### config.mk
export PLATFORM = sky130hd
export DESIGN_NAME = cigar_clip_insertion_locator
export DESIGN_NICKNAME = d
export VERILOG_FILES = /design/src/cci_pkg.sv /design/src/cci_front.sv /design/src/cci_queue.sv /design/src/cci_back.sv /design/src/cigar_clip_insertion_locator.sv
export SDC_FILE = /design/constraint.sdc
export NUM_CORES = 2
export LEC_CHECK = 0
export ABC_CLOCK_PERIOD_IN_PS = 14730
export BUFFER_PORTS_ARGS = -buffer_cell sky130_fd_sc_hd__buf_2
export CAP_MARGIN = 25
export CORE_AREA = 3 3 329 331
export DETAILED_ROUTE_END_ITERATION = 7
export DIE_AREA = 0 0 332 334
export GPL_TIMING_DRIVEN = 0
export SYNTH_ARGS = -nofsm -noshare
export SYNTH_HDL_FRONTEND = slang
export SYNTH_SLANG_ARGS = --single-unit
### constraint.sdc
create_clock -name clock -period 14.73 [get_ports clock]
set_input_delay 0.7365 -clock clock [delete_from_list [all_inputs] [get_ports clock]]
set_output_delay 0.7365 -clock clock [all_outputs]
set_load 0.005 [all_outputs]
### src/cci_pkg.sv
`default_nettype none
// ---------------------------------------------------------------------------
// CIGAR clip/insertion locator package
// Shared widths, operation and fragment codes, and the read summary record
// that travels from the front end to the fragment emitter.
// ---------------------------------------------------------------------------
package cci_pkg;

   localparam int LEN_WIDTH   = 28;
   localparam int TOP_INSERTS = 2;
   localparam int RESULT_CAP  = 4;
   localparam int FRAG_SLOTS  = 2 + TOP_INSERTS;
   localparam int INS_CNT_W   = $clog2(TOP_INSERTS + 1);
   localparam int SLOT_W      = $clog2(FRAG_SLOTS);
   localparam int QUEUE_DEPTH = 2;
   localparam int CSR_IDX_W   = 1;
   localparam int CODE_W      = 4;
   localparam int KIND_W      = 2;

   localparam logic [CODE_W-1:0] CIGAR_M  = 4'd0;
   localparam logic [CODE_W-1:0] CIGAR_I  = 4'd1;
   localparam logic [CODE_W-1:0] CIGAR_S  = 4'd4;
   localparam logic [CODE_W-1:0] CIGAR_H  = 4'd5;
   localparam logic [CODE_W-1:0] CIGAR_EQ = 4'd7;
   localparam logic [CODE_W-1:0] CIGAR_X  = 4'd8;

   localparam logic [KIND_W-1:0] KIND_LEFT   = 2'd0;
   localparam logic [KIND_W-1:0] KIND_RIGHT  = 2'd1;
   localparam logic [KIND_W-1:0] KIND_INSERT = 2'd2;

   localparam logic [CSR_IDX_W-1:0] CSR_MIN_CLIP   = 1'b0;
   localparam logic [CSR_IDX_W-1:0] CSR_MIN_INSERT = 1'b1;

   localparam int SLOT_LEFT  = 0;
   localparam int SLOT_RIGHT = 1;
   localparam int SLOT_INS0  = 2;

   typedef logic [LEN_WIDTH-1:0]  len_type;
   typedef logic [INS_CNT_W-1:0]  ins_cnt_type;
   typedef logic [SLOT_W-1:0]     slot_type;
   typedef logic [FRAG_SLOTS-1:0] slot_mask_type;

   typedef struct packed {
      len_type min_clip_len;
      len_type min_insert_len;
   } cfg_type;

   typedef struct packed {
      len_type                       lead_len;
      len_type                       trail_len;
      len_type                       right_start;
      len_type [TOP_INSERTS-1:0]     ins_start;
      len_type [TOP_INSERTS-1:0]     ins_len;
      logic                          split_class;
      logic                          clip_class;
      logic                          insert_class;
      logic                          reverse;
      slot_mask_type                 mask;
   } summary_type;

   // keep only the first RESULT_CAP pending fragments
   function automatic slot_mask_type cap_mask(input slot_mask_type m);
      slot_mask_type r;
      int            cnt;
      r   = '0;
      cnt = 0;
      for (int i = 0; i < FRAG_SLOTS; i++) begin
         if (m[i] && cnt < RESULT_CAP) begin
            r[i] = 1'b1;
            cnt  = cnt + 1;
         end
      end
      return r;
   endfunction

endpackage
`default_nettype wire

### src/cci_front.sv
`default_nettype none
// ---------------------------------------------------------------------------
// CIGAR locator front end
// Walks one read's operations, tracks query position, clips and the ranked
// insertions, and hands a read summary to the queue on the last operation.
// ---------------------------------------------------------------------------
module cci_front import cci_pkg::*; (
   input  wire logic              clock,
   input  wire logic              reset,
   input  wire cfg_type           cfg,
   input  wire logic              item_valid,
   input  wire logic [CODE_W-1:0] cigar_code,
   input  wire len_type           cigar_len,
   input  wire logic              last_op,
   input  wire len_type           read_length,
   input  wire logic              split_flag,
   input  wire logic              reverse_strand,
   output logic                   sum_valid,
   output summary_type            summary
);

   len_type                   qpos_ff, qpos_in;
   logic                      seen_ff, seen_in;
   len_type                   lead_ff, lead_in;
   logic                      tail_soft_ff, tail_soft_in;
   len_type                   tail_len_ff, tail_len_in;
   len_type [TOP_INSERTS-1:0] ins_start_ff, ins_start_in;
   len_type [TOP_INSERTS-1:0] ins_len_ff, ins_len_in;
   ins_cnt_type               cnt_ff, cnt_in;

   len_type                   lead_u, tail_len_u, qpos_u, trailing;
   logic                      tail_soft_u, seen_u;
   len_type [TOP_INSERTS-1:0] ins_start_u, ins_len_u;
   ins_cnt_type               cnt_u, pos;
   logic                      do_rank, lead_ok, trail_ok;
   logic [LEN_WIDTH:0]        qsum;
   slot_mask_type             raw_mask;

   always_comb begin
      seen_u      = seen_ff;
      lead_u      = lead_ff;
      tail_soft_u = tail_soft_ff;
      tail_len_u  = tail_len_ff;
      if (cigar_code != CIGAR_H) begin
         if (!seen_ff) begin
            seen_u = 1'b1;
            lead_u = (cigar_code == CIGAR_S) ? cigar_len : '0;
         end
         tail_soft_u = (cigar_code == CIGAR_S);
         tail_len_u  = cigar_len;
      end

      pos = '0;
      for (int i = 0; i < TOP_INSERTS; i++) begin
         if (ins_cnt_type'(i) < cnt_ff && ins_len_ff[i] >= cigar_len) begin
            pos = pos + 1'b1;
         end
      end
      do_rank = (cigar_code == CIGAR_I) && (cigar_len >= cfg.min_insert_len) &&
                (int'(pos) < TOP_INSERTS);
      ins_start_u = ins_start_ff;
      ins_len_u   = ins_len_ff;
      cnt_u       = cnt_ff;
      if (do_rank) begin
         if (int'(cnt_ff) < TOP_INSERTS) begin
            cnt_u = cnt_ff + 1'b1;
         end
         for (int k = 0; k < TOP_INSERTS; k++) begin
            if (ins_cnt_type'(k) == pos) begin
               ins_start_u[k] = qpos_ff;
               ins_len_u[k]   = cigar_len;
            end else if (ins_cnt_type'(k) > pos && k > 0) begin
               ins_start_u[k] = ins_start_ff[(k > 0) ? k - 1 : 0];
               ins_len_u[k]   = ins_len_ff[(k > 0) ? k - 1 : 0];
            end
         end
      end

      qsum   = {1'b0, qpos_ff} + {1'b0, cigar_len};
      qpos_u = qpos_ff;
      if (cigar_code == CIGAR_M || cigar_code == CIGAR_I || cigar_code == CIGAR_S ||
          cigar_code == CIGAR_EQ || cigar_code == CIGAR_X) begin
         qpos_u = qsum[LEN_WIDTH] ? '1 : qsum[LEN_WIDTH-1:0];
      end

      trailing = tail_soft_u ? tail_len_u : '0;
      lead_ok  = lead_u >= cfg.min_clip_len;
      trail_ok = trailing >= cfg.min_clip_len;

      raw_mask             = '0;
      raw_mask[SLOT_LEFT]  = lead_ok && (lead_u != '0);
      raw_mask[SLOT_RIGHT] = trail_ok && (trailing != '0);
      for (int i = 0; i < TOP_INSERTS; i++) begin
         raw_mask[SLOT_INS0+i] = ins_len_u[i] != '0;
      end

      summary.lead_len     = lead_u;
      summary.trail_len    = trailing;
      summary.right_start  = (read_length >= trailing) ? (read_length - trailing) : '0;
      summary.ins_start    = ins_start_u;
      summary.ins_len      = ins_len_u;
      summary.split_class  = split_flag;
      summary.clip_class   = lead_ok || trail_ok;
      summary.insert_class = cnt_u != '0;
      summary.reverse      = reverse_strand;
      summary.mask         = cap_mask(raw_mask);
      sum_valid            = item_valid && last_op;

      if (last_op) begin
         qpos_in      = '0;
         seen_in      = 1'b0;
         lead_in      = '0;
         tail_soft_in = 1'b0;
         tail_len_in  = '0;
         ins_start_in = '0;
         ins_len_in   = '0;
         cnt_in       = '0;
      end else begin
         qpos_in      = qpos_u;
         seen_in      = seen_u;
         lead_in      = lead_u;
         tail_soft_in = tail_soft_u;
         tail_len_in  = tail_len_u;
         ins_start_in = ins_start_u;
         ins_len_in   = ins_len_u;
         cnt_in       = cnt_u;
      end
   end

   always_ff @(posedge clock) begin
      if (reset) begin
         qpos_ff      <= '0;
         seen_ff      <= 1'b0;
         lead_ff      <= '0;
         tail_soft_ff <= 1'b0;
         tail_len_ff  <= '0;
         ins_start_ff <= '0;
         ins_len_ff   <= '0;
         cnt_ff       <= '0;
      end else if (item_valid) begin
         qpos_ff      <= qpos_in;
         seen_ff      <= seen_in;
         lead_ff      <= lead_in;
         tail_soft_ff <= tail_soft_in;
         tail_len_ff  <= tail_len_in;
         ins_start_ff <= ins_start_in;
         ins_len_ff   <= ins_len_in;
         cnt_ff       <= cnt_in;
      end
   end

endmodule
`default_nettype wire

### src/cci_queue.sv
`default_nettype none
// ---------------------------------------------------------------------------
// CIGAR locator summary queue
// Short FIFO of read summaries between the front end and the emitter.
// ---------------------------------------------------------------------------
module cci_queue import cci_pkg::*; (
   input  wire logic        clock,
   input  wire logic        reset,
   input  wire logic        push,
   input  wire summary_type push_data,
   input  wire logic        pop,
   output logic             full,
   output logic             empty,
   output summary_type      head
);

   localparam int PTR_W = (QUEUE_DEPTH > 1) ? $clog2(QUEUE_DEPTH) : 1;
   localparam int CNT_W = $clog2(QUEUE_DEPTH + 1);

   summary_type              entry_ff [QUEUE_DEPTH];
   logic [PTR_W-1:0]         wr_ptr_ff, wr_ptr_in;
   logic [PTR_W-1:0]         rd_ptr_ff, rd_ptr_in;
   logic [CNT_W-1:0]         count_ff, count_in;
   logic                     do_push, do_pop;

   always_comb begin
      full      = count_ff == CNT_W'(QUEUE_DEPTH);
      empty     = count_ff == '0;
      head      = entry_ff[rd_ptr_ff];
      do_push   = push && !full;
      do_pop    = pop && !empty;
      wr_ptr_in = wr_ptr_ff;
      rd_ptr_in = rd_ptr_ff;
      if (do_push) begin
         wr_ptr_in = (wr_ptr_ff == PTR_W'(QUEUE_DEPTH - 1)) ? '0 : wr_ptr_ff + 1'b1;
      end
      if (do_pop) begin
         rd_ptr_in = (rd_ptr_ff == PTR_W'(QUEUE_DEPTH - 1)) ? '0 : rd_ptr_ff + 1'b1;
      end
      count_in = count_ff;
      if (do_push && !do_pop) begin
         count_in = count_ff + 1'b1;
      end else if (do_pop && !do_push) begin
         count_in = count_ff - 1'b1;
      end
   end

   always_ff @(posedge clock) begin
      if (reset) begin
         wr_ptr_ff <= '0;
         rd_ptr_ff <= '0;
         count_ff  <= '0;
      end else begin
         wr_ptr_ff <= wr_ptr_in;
         rd_ptr_ff <= rd_ptr_in;
         count_ff  <= count_in;
      end
   end

   always_ff @(posedge clock) begin
      if (do_push) begin
         entry_ff[wr_ptr_ff] <= push_data;
      end
   end

endmodule
`default_nettype wire

### src/cci_back.sv
`default_nettype none
// ---------------------------------------------------------------------------
// CIGAR locator fragment emitter
// Takes read summaries from the queue and sends their pending fragments one
// per transfer through a registered output stage.
// ---------------------------------------------------------------------------
module cci_back import cci_pkg::*; (
   input  wire logic        clock,
   input  wire logic        reset,
   input  wire logic        q_empty,
   input  wire summary_type q_head,
   output logic             q_pop,
   output logic             rsp_tvalid,
   input  wire logic        rsp_tready,
   output logic [55:0]      rsp_tdata,
   output logic [5:0]       rsp_tuser,
   output logic             rsp_tlast
);

   summary_type         cur_ff, cur_in;
   slot_mask_type       mask_ff, mask_in;
   logic                valid_ff, valid_in;
   logic [KIND_W-1:0]   kind_ff, kind_in;
   len_type             start_ff, start_in;
   len_type             length_ff, length_in;
   logic                last_ff, last_in;
   logic [3:0]          flags_ff, flags_in;

   logic                out_free, do_emit;
   slot_type            pick;
   slot_mask_type       mask_left;

   always_comb begin
      out_free = !valid_ff || rsp_tready;
      do_emit  = out_free && (mask_ff != '0);

      pick = '0;
      for (int i = FRAG_SLOTS - 1; i >= 0; i--) begin
         if (mask_ff[i]) begin
            pick = slot_type'(i);
         end
      end
      mask_left       = mask_ff;
      mask_left[pick] = 1'b0;

      kind_in   = kind_ff;
      start_in  = start_ff;
      length_in = length_ff;
      last_in   = last_ff;
      flags_in  = flags_ff;
      valid_in  = valid_ff && !rsp_tready;
      mask_in   = mask_ff;
      cur_in    = cur_ff;

      if (do_emit) begin
         valid_in = 1'b1;
         last_in  = mask_left == '0;
         flags_in = {cur_ff.reverse, cur_ff.insert_class, cur_ff.clip_class,
                     cur_ff.split_class};
         mask_in  = mask_left;
         if (pick == slot_type'(SLOT_LEFT)) begin
            kind_in   = KIND_LEFT;
            start_in  = '0;
            length_in = cur_ff.lead_len;
         end else if (pick == slot_type'(SLOT_RIGHT)) begin
            kind_in   = KIND_RIGHT;
            start_in  = cur_ff.right_start;
            length_in = cur_ff.trail_len;
         end else begin
            kind_in = KIND_INSERT;
            for (int i = 0; i < TOP_INSERTS; i++) begin
               if (pick == slot_type'(SLOT_INS0 + i)) begin
                  start_in  = cur_ff.ins_start[i];
                  length_in = cur_ff.ins_len[i];
               end
            end
         end
      end

      q_pop = !q_empty && ((mask_ff == '0) || (do_emit && mask_left == '0));
      if (q_pop) begin
         cur_in  = q_head;
         mask_in = q_head.mask;
      end
   end

   always_ff @(posedge clock) begin
      if (reset) begin
         valid_ff <= 1'b0;
         mask_ff  <= '0;
      end else begin
         valid_ff <= valid_in;
         mask_ff  <= mask_in;
      end
   end

   always_ff @(posedge clock) begin
      cur_ff    <= cur_in;
      kind_ff   <= kind_in;
      start_ff  <= start_in;
      length_ff <= length_in;
      last_ff   <= last_in;
      flags_ff  <= flags_in;
   end

   assign rsp_tvalid = valid_ff;
   assign rsp_tdata  = {length_ff, start_ff};
   assign rsp_tuser  = {flags_ff, kind_ff};
   assign rsp_tlast  = last_ff;

endmodule
`default_nettype wire

### src/cigar_clip_insertion_locator.sv
`default_nettype none
// ---------------------------------------------------------------------------
// CIGAR soft clip and insertion locator
// Scans a read's CIGAR operations and emits its left clip, right clip and
// longest insertions as fragments.
// ---------------------------------------------------------------------------
// One CIGAR operation is taken per cycle; the front end updates its position,
// clip and insertion ranking registers in that cycle, and req_tready drops
// only while the two-entry summary queue is full. Each read then gives the
// emitter one fragment per transfer (at most four); a read with no fragment
// still takes a turn, so sustained throughput is one operation per cycle
// while rsp_tready stays high and reads average no fewer operations than fragments.
// Configuration writes are taken every cycle and must be made while idle.
// ---------------------------------------------------------------------------
module cigar_clip_insertion_locator import cci_pkg::*; (
   input  wire logic                 clock,
   input  wire logic                 reset,
   input  wire logic                 csr_valid,
   output logic                      csr_ready,
   input  wire logic [CSR_IDX_W-1:0] csr_index,
   input  wire len_type              csr_data,
   input  wire logic                 req_tvalid,
   output logic                      req_tready,
   // cigar_code[3:0], cigar_len[31:4], read_length[59:32], zero fill
   input  wire logic [63:0]          req_tdata,
   // has_split_tag[0], is_supplementary[1], reverse_strand[2]
   input  wire logic [2:0]           req_tuser,
   input  wire logic                 req_tlast,
   output logic                      rsp_tvalid,
   input  wire logic                 rsp_tready,
   // frag_start[27:0], frag_length[55:28]
   output logic [55:0]               rsp_tdata,
   // frag_kind[1:0], split_class[2], clip_class[3], insert_class[4], frag_reverse[5]
   output logic [5:0]                rsp_tuser,
   output logic                      rsp_tlast
);

   cfg_type      cfg_ff;
   logic         q_full, q_empty, q_pop, sum_valid, item_valid;
   summary_type  summary, q_head;
   logic [3:0]   unused_pad;

   assign csr_ready  = 1'b1;
   assign req_tready = !q_full;
   assign item_valid = req_tvalid && req_tready;
   assign unused_pad = req_tdata[63:60];

   always_ff @(posedge clock) begin
      if (reset) begin
         cfg_ff <= '0;
      end else if (csr_valid) begin
         unique case (csr_index)
            CSR_MIN_CLIP:   cfg_ff.min_clip_len   <= csr_data;
            CSR_MIN_INSERT: cfg_ff.min_insert_len <= csr_data;
            default:        cfg_ff                <= cfg_ff;
         endcase
      end
   end

   cci_front u_front (
      .clock          (clock),
      .reset          (reset),
      .cfg            (cfg_ff),
      .item_valid     (item_valid),
      .cigar_code     (req_tdata[3:0]),
      .cigar_len      (req_tdata[31:4]),
      .last_op        (req_tlast),
      .read_length    (req_tdata[59:32]),
      .split_flag     (req_tuser[0] | req_tuser[1] | (unused_pad != 4'd0 && 1'b0)),
      .reverse_strand (req_tuser[2]),
      .sum_valid      (sum_valid),
      .summary        (summary)
   );

   cci_queue u_queue (
      .clock     (clock),
      .reset     (reset),
      .push      (sum_valid),
      .push_data (summary),
      .pop       (q_pop),
      .full      (q_full),
      .empty     (q_empty),
      .head      (q_head)
   );

   cci_back u_back (
      .clock      (clock),
      .reset      (reset),
      .q_empty    (q_empty),
      .q_head     (q_head),
      .q_pop      (q_pop),
      .rsp_tvalid (rsp_tvalid),
      .rsp_tready (rsp_tready),
      .rsp_tdata  (rsp_tdata),
      .rsp_tuser  (rsp_tuser),
      .rsp_tlast  (rsp_tlast)
   );

endmodule
`default_nettype wire

==> impl_metrics.csv <==
group,metric,value,unit
sta,clock.fmax,0.152,GHz
sta,post-route-period-util,0.446,
hold_path,hold_class,"input pin to register",
drt,totalWireLength,134000,um
critical_path,cp.arrival,7.04,ns
drt,vias,30076,
clocking,cts_resized,0,
sta,hold_slack,0.251,ns
sta,tightestPinTransition,1.15,ns
run,maxCapViolations,0,
drt,drt-initial-drc-count,3150,
clocking,post_cts_buffers,0,
floorplan,die_h,334,um
logic_synthesis,ys.flop_type,"edfxtp_1",
cells_and_area,nFillCells,9577,
cells_and_area,diodes,0,
clocking,root_buffer,"clkbuf_16",
logic_synthesis,syn_inst,3531,
power_and_ir_drop,p_leak,0.0179,uW
logic_synthesis,synth_top_area_share,0.477,
clocking,cts_tree,"built",
cells_and_area,layoutNonFillerInstCount,5298,
placement,placement.io_buffers,161,
logic_synthesis,ys_ff_latch,937,
sta,min_period,6.58,ns
critical_path,end_kind,"register",
critical_path,crit_buf_inv,4,
clocking,cts.sinks,937,
placement,gp_congestion,0.941,
logic_synthesis,synth.cell_area,42200,um^2
logic_synthesis,avgSynthCellArea,12.0,um^2
grt,grt_pass1_wl,192000,um
drt,dr.pass1.iters,5,
grt,grt_start_max_net_pins,57,
logic_synthesis,synth_edf_count,671,
sta,rsz0062_at_grt,"false",
logic_synthesis,synth_nets,3837,
power_and_ir_drop,vdd_drop_max,96.7,uV
critical_path,start_kind,"input pin",
floorplan,die_w,332,um
cells_and_area,final_area,48600,um^2
floorplan,design.die.area,111000,um^2
grt,antenna_found_initial,1,
floorplan,core_area,105000,um^2
drt,final_antenna_net_count,0,
cells_and_area,final_nets,4132,
sta,setup_viol,0,
grt,grt_pass1_vias,28477,
cells_and_area,seq_area,25500,um^2
critical_path,critPathMaxFanout,10,
clocking,path_clk_slew,0.06,ns
cells_and_area,final_cell_mix,"edfxtp_1 (671), nor2_1 (356), nand2_1 (307)",
logic_synthesis,yosysTopAreaCell,"edfxtp_1",
drt,vias_per_cell,5.68,
sta,final.setup.tns,0,ns
floorplan,start_util,0.401,
sta,drv_slew,0,
cells_and_area,area_delta_synth_final,15.2,%
clocking,clockBufferDepth,3,
critical_path,cpLargestDelayFamily,"compound AO/OA/AOI/OAI gates",
drt,wire_per_inst,25.2,um
critical_path,cp.required,15.19,ns
cells_and_area,final_common_cell,"edfxtp_1",
logic_synthesis,async_reset_ff_frac,0,
critical_path,max_stage_delay,0.66,ns
sta,slew_headroom,0.232,
clocking,htree_num_levels,3,
placement,place_area,45500,um^2
logic_synthesis,ys_seq_area_frac,0.603,
cells_and_area,multi_input_area,15500,um^2
critical_path,path_cells,"buf_2 > inv_1 > ha_1 > nor2b_1 > o21ai_0 > nand2b_1 > a21oi_1 > o311a_1 > o21ai_0 > a221oi_1 > nor2_1 > a211oi_1 > o22a_1 > ha_1 > nor2b_1 > clkbuf_1 > clkbuf_1 > a22oi_1 > o2bb2ai_1 > nor4_1 > and4_1 > a32oi_1",
critical_path,crit_path_top_delay_cell,"clkbuf_1",
logic_synthesis,yosysUniqueCellTypes,73,
clocking,clk_latency,0.69,ns
cells_and_area,drive_gt1_frac,0.158,
placement,dp_cells,5116,
logic_synthesis,synthTopCellsByArea,"edfxtp_1 (48%), dfxtp_1 (13%), mux2_2 (6.2%), ha_1 (6.0%), a22oi_1 (4.5%)",
power_and_ir_drop,power.density,161,nW/um^2
drt,drc,0,
run_status,status,"complete, no violations",
floorplan,num_io_pins,168,
grt,grt_use_total,0.235,
critical_path,path_class,"input pin to register",
placement,hpwl,98700,um
sta,clock_skew,0.0469,ns
clocking,holdBufCountCts,0,
clocking,numCtsBuffers,97,
grt,grt-ovfl-total,0,
sta,hold_violations,0,
logic_synthesis,ys_warn_count,0,
floorplan,rows,119,
==> state kept, by name (all words and copies together) (netlist names), 2 cells and up, named ones only <==
name                  flops
cfg_ff                   56
u_back.cur_ff           200
u_back.flags_ff           4
u_back.kind_ff            2
u_back.length_ff         28
u_back.mask_ff            4
u_back.start_ff          28
u_front.cnt_ff            2
u_front.ins_len_ff       56
u_front.ins_start_ff     56
u_front.lead_ff          28
u_front.qpos_ff          28
u_front.tail_len_ff      28
u_queue.count_ff          2
u_queue.entry_ff        408
==> worst register-to-register path: cells and delay by family (launching register included) <==
kind / cells / cell delay (ns)
adder cells (fa/ha/maj): 2 / 0.54
flip-flops: 1 / 0.40
buffers and inverters: 2 / 1.19
AND/OR/NAND/NOR: 6 / 0.90
AO/OA/AOI/OAI: 10 / 2.86
==> kinds of logic after synthesis <==
family                     synth area share
and+or+nand+nor                      0.0861
adders and majority gates            0.0615
buffers and inverters                0.0305
other                             0.0000888
muxes                                0.0696
DFF                                   0.603
xor gates and xnor gates             0.0104
AOI/OAI and AO/OA                     0.138
==> power by group <==
group / switching [uW] / internal [uW]
sequential: 144 / 3440
combinational: 1150 / 635
clock: 1060 / 1390
==> Yosys cell counts, types with 3 or more instances <==
cell,n
edfxtp_1,671
nor2_1,358
nand2_1,307
dfxtp_1,266
a22oi_1,255
mux2_2,234
a21oi_1,225
ha_1,202
clkbuf_1,174
o21ai_0,154
inv_1,135
a21o_1,72
nor4_1,38
nand4_1,36
a31oi_1,35
xnor2_1,32
a22o_1,29
mux2i_1,29
o2bb2ai_1,28
nor2b_1,23
nor3_1,20
nand2b_1,18
xor2_1,18
o21a_1,17
buf_1,15
a211oi_1,12
nand3_1,11
o21bai_1,11
and3_1,10
and2_1,6
buf_2,6
or2_2,6
o21ai_1,5
or3_1,5
a211o_1,4
and4_1,4
o31ai_1,4
a2111oi_0,3
buf_6,3
maj3_1,3
==> final timing paths <==
kind	from	end	slack (ns)	cells after the start
worst max register to register	u_front.ins_len_ff[1]	u_queue.entry_ff[0][3]	8.64	20
worst max-delay path	req_tdata[5]	u_queue.entry_ff[0][3]	8.15	22
worst min-delay path	req_tuser[2]	u_queue.entry_ff[0][4]	0.25	1
worst min register to register	u_back.cur_ff[6]	u_back.flags_ff[1]	0.42	0
==> area by class of cell <==
type                       instances  share of cell area
clock buffer                     132              0.0557
tap                             1391              0.0358
sequential                       937               0.524
multi-input combinational       2260               0.319
clock inverter                    48             0.00962
buffer                           199              0.0160
timing repair buffer             196              0.0298
inverter                         135              0.0104
==> per-layer routing <==
layer	vias up	GRT usage	wire, um
li1	13736	-	-
met1	14950	0.318	57000
met2	1122	0.378	61800
met3	266	0.0325	8560
met4	2	0.104	6160
met5	-	0	11
==> stage by stage <==
step	util	worst slack [ns]	total power, uW
after floorplan	-	1.93	4750
after global placement	0.425	-4.68	5480
after detailed placement	0.431	7.71	5430
after CTS	0.461	8.39	7860
after global routing	0.461	8.07	8130
final	0.461	8.15	7810
(Power assumes the default switching activity.)
